**src/design/cbu_pkg.sv**
```systemverilog
package cbu_pkg;

  localparam int NUM_CH   = 4;
  localparam int CH_ALPHA = 3;

  // register indexes on the configuration port
  localparam logic [1:0] REG_SRC_FACTOR = 2'd0;
  localparam logic [1:0] REG_DST_FACTOR = 2'd1;
  localparam logic [1:0] REG_BLEND_OP   = 2'd2;
  localparam logic [1:0] REG_CONSTANT   = 2'd3;

  // factor modes
  localparam logic [3:0] FM_ZERO        = 4'd0;
  localparam logic [3:0] FM_ONE         = 4'd1;
  localparam logic [3:0] FM_SRC_COL     = 4'd2;
  localparam logic [3:0] FM_INV_SRC_COL = 4'd3;
  localparam logic [3:0] FM_SRC_A       = 4'd4;
  localparam logic [3:0] FM_INV_SRC_A   = 4'd5;
  localparam logic [3:0] FM_DST_A       = 4'd6;
  localparam logic [3:0] FM_INV_DST_A   = 4'd7;
  localparam logic [3:0] FM_DST_COL     = 4'd8;
  localparam logic [3:0] FM_INV_DST_COL = 4'd9;
  localparam logic [3:0] FM_CONST       = 4'd10;
  localparam logic [3:0] FM_INV_CONST   = 4'd11;

  // combine operations
  localparam logic [1:0] OP_SAT_ADD   = 2'd0;
  localparam logic [1:0] OP_MAX_COLOR = 2'd1;
  localparam logic [1:0] OP_MIN_COLOR = 2'd2;

  localparam logic [3:0] RST_SRC_FACTOR = FM_SRC_A;
  localparam logic [3:0] RST_DST_FACTOR = FM_INV_SRC_A;
  localparam logic [7:0] FULL           = 8'd255;

  typedef logic [NUM_CH-1:0][7:0]  ch8_t;
  typedef logic [NUM_CH-1:0][15:0] ch16_t;

  typedef struct packed {
    logic [7:0] src_red;
    logic [7:0] src_green;
    logic [7:0] src_blue;
    logic [7:0] src_alpha;
    logic [7:0] dst_red;
    logic [7:0] dst_green;
    logic [7:0] dst_blue;
    logic [7:0] dst_alpha;
  } pix_in_t;

  typedef struct packed {
    logic [7:0] out_red;
    logic [7:0] out_green;
    logic [7:0] out_blue;
    logic [7:0] out_alpha;
  } pix_out_t;

  typedef struct packed {
    logic [3:0] src_factor_mode;
    logic [3:0] dst_factor_mode;
    logic [1:0] blend_op;
    logic [7:0] blend_constant;
  } cfg_t;

  // after factor selection
  typedef struct packed {
    ch8_t src;
    ch8_t dst;
    ch8_t fs;
    ch8_t fd;
  } fac_t;

  // after multiplication
  typedef struct packed {
    ch8_t  src;
    ch8_t  dst;
    ch16_t ps;
    ch16_t pd;
  } prod_t;

  // after the divide by 255
  typedef struct packed {
    ch8_t src;
    ch8_t dst;
    ch8_t ss;
    ch8_t ds;
  } scaled_t;

  function automatic logic [7:0] pick_factor(input logic [3:0] mode, input logic [7:0] s,
                                             input logic [7:0] d, input logic [7:0] sa,
                                             input logic [7:0] da, input logic [7:0] k);
    logic [7:0] f;
    unique case (mode)
      FM_ZERO:        f = 8'd0;
      FM_ONE:         f = FULL;
      FM_SRC_COL:     f = s;
      FM_INV_SRC_COL: f = FULL - s;
      FM_SRC_A:       f = sa;
      FM_INV_SRC_A:   f = FULL - sa;
      FM_DST_A:       f = da;
      FM_INV_DST_A:   f = FULL - da;
      FM_DST_COL:     f = d;
      FM_INV_DST_COL: f = FULL - d;
      FM_CONST:       f = k;
      FM_INV_CONST:   f = FULL - k;
      default:        f = FULL;
    endcase
    return f;
  endfunction

  // exact floor(x / 255) for any product of two 8-bit values
  function automatic logic [7:0] div255(input logic [15:0] x);
    logic [15:0] t;
    t = x + {8'd0, x[15:8]} + 16'd1;
    return t[15:8];
  endfunction

endpackage

```
**src/design/cbu_factor.sv**
```systemverilog
module cbu_factor import cbu_pkg::*; (
  input  logic    clk,
  input  logic    rst,
  input  cfg_t    cfg,
  input  logic    pix_valid,
  output logic    pix_ready,
  input  pix_in_t pix,
  output logic    fac_valid,
  input  logic    fac_ready,
  output fac_t    fac
);

  ch8_t s;
  ch8_t d;
  fac_t fac_next;

  assign s = {pix.src_alpha, pix.src_blue, pix.src_green, pix.src_red};
  assign d = {pix.dst_alpha, pix.dst_blue, pix.dst_green, pix.dst_red};

  always_comb begin
    fac_next.src = s;
    fac_next.dst = d;
    for (int i = 0; i < NUM_CH; i++) begin
      fac_next.fs[i] = pick_factor(cfg.src_factor_mode, s[i], d[i], s[CH_ALPHA],
                                   d[CH_ALPHA], cfg.blend_constant);
      fac_next.fd[i] = pick_factor(cfg.dst_factor_mode, s[i], d[i], s[CH_ALPHA],
                                   d[CH_ALPHA], cfg.blend_constant);
    end
  end

  // load when the slot is empty or its transaction leaves this cycle
  assign pix_ready = !fac_valid || fac_ready;

  always_ff @(posedge clk) begin
    if (rst) begin
      fac_valid <= 1'b0;
    end else if (pix_ready) begin
      fac_valid <= pix_valid;
    end
  end

  always_ff @(posedge clk) begin
    if (pix_ready && pix_valid) begin
      fac <= fac_next;
    end
  end

endmodule

```
**src/design/cbu_scale.sv**
```systemverilog
module cbu_scale import cbu_pkg::*; (
  input  logic    clk,
  input  logic    rst,
  input  logic    fac_valid,
  output logic    fac_ready,
  input  fac_t    fac,
  output logic    scl_valid,
  input  logic    scl_ready,
  output scaled_t scl
);

  logic  prd_valid;
  logic  prd_ready;
  prod_t prd;

  // multiply stage
  assign fac_ready = !prd_valid || prd_ready;

  always_ff @(posedge clk) begin
    if (rst) begin
      prd_valid <= 1'b0;
    end else if (fac_ready) begin
      prd_valid <= fac_valid;
    end
  end

  always_ff @(posedge clk) begin
    if (fac_ready && fac_valid) begin
      prd.src <= fac.src;
      prd.dst <= fac.dst;
      for (int i = 0; i < NUM_CH; i++) begin
        prd.ps[i] <= {8'd0, fac.src[i]} * {8'd0, fac.fs[i]};
        prd.pd[i] <= {8'd0, fac.dst[i]} * {8'd0, fac.fd[i]};
      end
    end
  end

  // divide-by-255 stage
  assign prd_ready = !scl_valid || scl_ready;

  always_ff @(posedge clk) begin
    if (rst) begin
      scl_valid <= 1'b0;
    end else if (prd_ready) begin
      scl_valid <= prd_valid;
    end
  end

  always_ff @(posedge clk) begin
    if (prd_ready && prd_valid) begin
      scl.src <= prd.src;
      scl.dst <= prd.dst;
      for (int i = 0; i < NUM_CH; i++) begin
        scl.ss[i] <= div255(prd.ps[i]);
        scl.ds[i] <= div255(prd.pd[i]);
      end
    end
  end

endmodule

```
**src/design/cbu_combine.sv**
```systemverilog
module cbu_combine import cbu_pkg::*; (
  input  logic     clk,
  input  logic     rst,
  input  logic [1:0] blend_op,
  input  logic     scl_valid,
  output logic     scl_ready,
  input  scaled_t  scl,
  output logic     res_valid,
  input  logic     res_ready,
  output pix_out_t res
);

  ch8_t r;

  always_comb begin
    for (int i = 0; i < NUM_CH; i++) begin
      logic [8:0] sum;
      sum = {1'b0, scl.ss[i]} + {1'b0, scl.ds[i]};
      case (blend_op)
        OP_SAT_ADD:   r[i] = sum[8] ? FULL : sum[7:0];
        OP_MAX_COLOR: r[i] = (scl.src[i] > scl.dst[i]) ? scl.src[i] : scl.dst[i];
        OP_MIN_COLOR: r[i] = (scl.src[i] < scl.dst[i]) ? scl.src[i] : scl.dst[i];
        default:      r[i] = scl.ss[i];
      endcase
    end
  end

  assign scl_ready = !res_valid || res_ready;

  always_ff @(posedge clk) begin
    if (rst) begin
      res_valid <= 1'b0;
    end else if (scl_ready) begin
      res_valid <= scl_valid;
    end
  end

  always_ff @(posedge clk) begin
    if (scl_ready && scl_valid) begin
      res <= '{out_red: r[0], out_green: r[1], out_blue: r[2], out_alpha: r[3]};
    end
  end

endmodule

```
**src/design/color_blend_unit_core.sv**
```systemverilog
// Color blend unit: per-pixel output merger.
// Pixel channel (pix_valid / pix_ready / pix) carries one transaction per
// fragment: the source pixel and the destination pixel read from the target.
// Result channel (res_valid / res_ready / res) returns the blended pixel.
// Each side is scaled by its selected factor as floor(c * f / 255), then the
// sides combine: saturating add, max/min of unscaled colors, or scaled src.
// The configuration port (cfg_we, cfg_index, cfg_data) writes one register
// per cycle; write it only while no transaction is in flight.
// Four register stages (factor select, multiply, divide by 255, combine);
// each stage can hold one transaction; a pixel passes them in turn to res.
// Throughput: one pixel per cycle while res_ready stays high.
// When the receiver drops res_ready, the stages fill up one by one and
// pix_ready falls once all four hold data; nothing is lost or repeated.
// Reset clears all stage valid bits and loads the default blend setup:
// source factor source-alpha, destination factor one-minus-source-alpha,
// saturating add, constant zero.
module color_blend_unit_core import cbu_pkg::*; (
  input  logic       clk,
  input  logic       rst,
  input  logic       pix_valid,
  output logic       pix_ready,
  input  pix_in_t    pix,
  output logic       res_valid,
  input  logic       res_ready,
  output pix_out_t   res,
  input  logic       cfg_we,
  input  logic [1:0] cfg_index,
  input  logic [7:0] cfg_data
);

  cfg_t    cfg;
  logic    fac_valid;
  logic    fac_ready;
  fac_t    fac;
  logic    scl_valid;
  logic    scl_ready;
  scaled_t scl;

  // Hold configuration; write the selected register, masked to its width.
  always_ff @(posedge clk) begin
    if (rst) begin
      cfg.src_factor_mode <= RST_SRC_FACTOR;
      cfg.dst_factor_mode <= RST_DST_FACTOR;
      cfg.blend_op        <= OP_SAT_ADD;
      cfg.blend_constant  <= 8'd0;
    end else if (cfg_we) begin
      unique case (cfg_index)
        REG_SRC_FACTOR: cfg.src_factor_mode <= cfg_data[3:0];
        REG_DST_FACTOR: cfg.dst_factor_mode <= cfg_data[3:0];
        REG_BLEND_OP:   cfg.blend_op        <= cfg_data[1:0];
        REG_CONSTANT:   cfg.blend_constant  <= cfg_data;
        default:        ;
      endcase
    end
  end

  // Stage 1: pick both factors per channel.
  cbu_factor u_factor (
    .clk       (clk),
    .rst       (rst),
    .cfg       (cfg),
    .pix_valid (pix_valid),
    .pix_ready (pix_ready),
    .pix       (pix),
    .fac_valid (fac_valid),
    .fac_ready (fac_ready),
    .fac       (fac)
  );

  // Stages 2 and 3: multiply, then divide by 255.
  cbu_scale u_scale (
    .clk       (clk),
    .rst       (rst),
    .fac_valid (fac_valid),
    .fac_ready (fac_ready),
    .fac       (fac),
    .scl_valid (scl_valid),
    .scl_ready (scl_ready),
    .scl       (scl)
  );

  // Stage 4: combine and drive the output register.
  cbu_combine u_combine (
    .clk       (clk),
    .rst       (rst),
    .blend_op  (cfg.blend_op),
    .scl_valid (scl_valid),
    .scl_ready (scl_ready),
    .scl       (scl),
    .res_valid (res_valid),
    .res_ready (res_ready),
    .res       (res)
  );

endmodule

```
**config.mk**
```make
export PLATFORM = sky130hd
export DESIGN_NAME = color_blend_unit_core
export DESIGN_NICKNAME = d
export VERILOG_FILES = /design/src/design/cbu_pkg.sv /design/src/design/cbu_factor.sv /design/src/design/cbu_scale.sv /design/src/design/cbu_combine.sv /design/src/design/color_blend_unit_core.sv
export SDC_FILE = /design/constraint.sdc
export NUM_CORES = 2
export LEC_CHECK = 0
export BUFFER_PORTS_ARGS = -buffer_cell sky130_fd_sc_hd__buf_2
export CORE_ASPECT_RATIO = 0.5
export CORE_MARGIN = 2
export CORE_UTILIZATION = 58
export CTS_CLUSTER_DIAMETER = 50
export DETAILED_ROUTE_END_ITERATION = 8
export HOLD_SLACK_MARGIN = 0.1
export PLACE_DENSITY = 0.78
export SYNTH_ARGS = -nofsm -noshare
export SYNTH_HDL_FRONTEND = slang
export SYNTH_HIERARCHICAL = 1
export SYNTH_SLANG_ARGS = --single-unit
```
**constraint.sdc**
```tcl
create_clock -name clk -period 6.8 [get_ports clk]
set_input_delay 0 -clock clk [delete_from_list [all_inputs] [get_ports clk]]
set_output_delay 0 -clock clk [all_outputs]
set_load 0.005 [all_outputs]
```
==> impl_metrics.json <==
{
  "switching_share_pct": 39.2,
  "final_core_util_pct": 64.5,
  "cts.sinks": 502,
  "drt_iter0_drc": 2211,
  "worst-path-buf-inv": 4,
  "initial_core_util_pct": 58.4,
  "finalHoldViolCount": 0,
  "gp_congestion": 0.904,
  "fmax_mhz": 216,
  "reg2reg_slack_ps": 2170,
  "cts_hold_buf": 96,
  "grt_pass1_wl_mm": 156,
  "power_switching_mw": 6.31,
  "grt_max_degree": 145,
  "postCtsSetupRepairBufs": 0,
  "path_cells": "and2_1 -> fa_1 -> inv_1 -> fa_1 -> inv_1 -> fa_1 -> inv_1 -> fa_1 -> inv_1 -> ha_1 -> o21ai_0 -> a21oi_1 -> o21ai_2 -> or4b_1 -> o211ai_1",
  "yosysSeqAreaShare_pct": 36.0,
  "r2r_end": "u_scale/prd[77]$_DFFE_PP_",
  "fp.dieArea_mm2": 0.0734,
  "ant_nets": 0,
  "timing.rr.start": "u_factor/fac[101]$_DFFE_PP_",
  "yosysUniqueCellTypes": 88,
  "fin_nets": 4728,
  "synth-edff-count": 480,
  "cp-end-kind": "flip-flop",
  "drc": 0,
  "crit_arrival_ps": 5080,
  "wl_per_cell_um": 20.1,
  "hold_path.class": "in2reg",
  "vias_per_cell": 5.85,
  "tns_ps": 0,
  "min_period_ps": 4630,
  "async_reset_ff_share_pct": 0,
  "startpoint": "u_factor/fac[101]$_DFFE_PP_",
  "combPwrFrac_pct": 50.8,
  "internal_power_mw": 9.77,
  "num_vias": 28900,
  "die_h_um": 193,
  "timing.final.crit_share_pct": 68.1,
  "grt.total_usage_pct": 27.1,
  "tritoncts": "yes",
  "gr-total-overflow": 0,
  "postPlaceCellArea_mm2": 0.0428,
  "dieWidth_um": 381,
  "power_frac_seq_pct": 30.1,
  "crit_family": "adder cells",
  "num_io_pins": 113,
  "rsz0062_at_grt": "no",
  "drive_gt1_share_pct": 7.58,
  "power_leakage_nw": 19.5,
  "clock_skew_ps": 24.7,
  "min_to": "u_factor/fac[80]$_DFFE_PP_",
  "cap_violations": 0,
  "placementRows": 69,
  "dr.pass1.iters": 8,
  "syn_inst": 3748,
  "hold_depth": 2,
  "root_buffer": "clkbuf_16",
  "multi_input_area_mm2": 0.0242,
  "port_buffers": 112,
  "finalMaxSlewViolations": 0,
  "grt_pass1_vias": 29300,
  "synth_seq_cells": 502,
  "worstSetupPathType": "reg2reg",
  "worst_ep_required_time_ps": 7250,
  "drt_wl_total_mm": 99.4,
  "cts_buffers": 51,
  "setup-violations-final": 0,
  "cts_buffer_depth": 3,
  "dominantRegCellSynth": "edfxtp_1",
  "antenna_found_initial": 4,
  "crit_fanout": 9,
  "final-seq-area_mm2": 0.0149,
  "hp-start": "pix[8]",
  "hpwl_mm": 74.5,
  "fillerInstances": 5469,
  "status": "completed",
  "htree_levels": 2,
  "finish.instance_area_mm2": 0.0455,
  "cts_resized": 0,
  "p_clk_share_pct": 19.0,
  "cpMaxStageDelayCell": "fa_1",
  "coreArea_mm2": 0.0706,
  "clkLatencyLatePin_ps": 620,
  "slew_headroom_pct": 13.1,
  "syn-cell-area_mm2": 0.0412,
  "syn2layout_area_growth_pct": 10.5,
  "worstSetupStartpointType": "flip-flop",
  "yosys_warnings": 6,
  "synth.net_count": 4533,
  "cp_slowest_stage_delay_ps": 540,
  "syn-mean-instance-area_um2": 11.0,
  "vdd_drop_max_uv": 264,
  "power.density_mw_per_mm2": 353,
  "path_clk_slew_ps": 70,
  "rr_worst_depth": 15,
  "worstMarginPinSlew_ps": 1300
}
placed cells by master, fill, tap and decap left out, drive strengths merged, types with 17 or more instances in the layout:
master and n:
xor2 60, a211oi 47, clkinv 17, buf 134, xnor2 188, o21ai 149
clkbuf 59, mux2 20, o221ai 40, o221a 25, nand4 21, a21oi 125
fa 292, and2 416, o211ai 24, a221oi 35, nand2 241, inv 471
ha 414, o211a 17, dlygate4sd3 96, nor3 19, nand2b 39, dfxtp 22
mux2i 57, nor2b 43, o22ai 18, a21o 43, edfxtp 480, nor2 106
nand3 38
Yosys cell counts (14+ instances only):
| master | instances | share of area (%) |
|---|---|---|
| edfxtp_1 | 480 | 35 |
| inv_1 | 463 | 4.2 |
| and2_1 | 416 | 6.3 |
| ha_1 | 414 | 13 |
| fa_1 | 292 | 14 |
| nand2_1 | 241 | 2.2 |
| xnor2_1 | 188 | 4.0 |
| a21oi_1 | 121 | 1.5 |
| o21ai_0 | 110 | 1.3 |
| nor2_1 | 104 | 0.95 |
| xor2_1 | 60 | 1.3 |
| mux2i_1 | 57 | 1.4 |
| clkbuf_1 | 44 | 0.40 |
| a21o_1 | 43 | 0.78 |
| nor2b_1 | 42 | 0.64 |
| a211oi_1 | 40 | 0.73 |
| o221ai_1 | 40 | 0.85 |
| nand2b_1 | 39 | 0.59 |
| nand3_1 | 38 | 0.46 |
| o21ai_1 | 33 | 0.40 |
| a221oi_1 | 30 | 0.64 |
| buf_2 | 30 | 0.36 |
| o221a_2 | 25 | 0.68 |
| o211ai_1 | 24 | 0.44 |
| dfxtp_1 | 22 | 1.1 |
| nand4_1 | 21 | 0.32 |
| nor3_1 | 19 | 0.23 |
| o211a_1 | 17 | 0.41 |
| o22ai_1 | 17 | 0.26 |
| a31oi_1 | 14 | 0.21 |
| mux2_1 | 14 | 0.38 |
| o21bai_1 | 14 | 0.25 |
routing by layer:
layer	GRT usage, %	vias to the layer above	routed length [um]
li1	-	13500	-
met1	34.8	14300	41200
met2	45.9	937	48100
met3	5.03	192	6500
met4	10.7	2	3550
met5	0	-	13
metrics by stage:
step	instances	setup slack, ps	hold WS [ps]	total power, mW
after floorplan	3748	14.8	69.1	11.0
after global placement	4752	2260	244	12.6
after detailed placement	4752	2220	253	12.9
after CTS	4942	2160	137	16.1
after global routing	4945	1880	154	17.4
final	4947	2170	182	16.1
how the worst max path moves through the flow:
stage                                endpoint  slack (ps)  cells past startpoint
global placement    u_scale/prd[47]$_DFFE_PP_        2260                     15
floorplan            u_scale/scl[0]$_DFFE_PP_          10                      3
global route        u_scale/prd[77]$_DFFE_PP_        1880                     15
detailed placement  u_scale/prd[77]$_DFFE_PP_        2220                     15
CTS                 u_scale/prd[77]$_DFFE_PP_        2160                     15
finish              u_scale/prd[77]$_DFFE_PP_        2170                     15
cells by family (layout without fill, tap and decap cells):
family | count (synthesis) | count (layout) | share of synthesized area, %
buf+inv | 552 | 788 | 5.27
simple gates | 1000 | 1000 | 13.2
flops | 502 | 502 | 36.0
mux | 77 | 77 | 1.93
other cells | 0 | 5 | 0
compound gates | 663 | 663 | 11.5
fa+ha+maj | 706 | 706 | 26.7
xor+xnor | 248 | 248 | 5.27
flip-flops by register name, summed over array words and instances, names as in the netlist:
register and flops:
cfg 18, u_combine/res 32, u_combine/res_valid 1, u_factor/fac 128
u_factor/fac_valid 1, u_scale/prd 192, u_scale/prd_valid 1, u_scale/scl 128
u_scale/scl_valid 1
layout make-up:
| cell class | instances | share of cell area, % |
|---|---|---|
| Clock buffer | 59 | 2.96 |
| Tap cell | 958 | 2.63 |
| Sequential cell | 502 | 32.6 |
| Antenna cell | 5 | 0.0275 |
| Multi-Input combinational cell | 2694 | 53.2 |
| Timing Repair Buffer | 230 | 3.73 |
| Inverter | 464 | 3.82 |
| Clock inverter | 35 | 1.01 |
power groups by stage:
stage                     logic (mW)  clock network [mW]  registers, mW
after floorplan                 6.34                   0           4.68
after global placement          7.70                   0           4.88
after detailed placement        8.00                   0           4.90
after CTS                       8.14                3.11           4.84
after global routing            9.24                3.23           4.90
final                           8.17                3.06           4.85
Note: power is estimated with default switching activity, not from simulation.
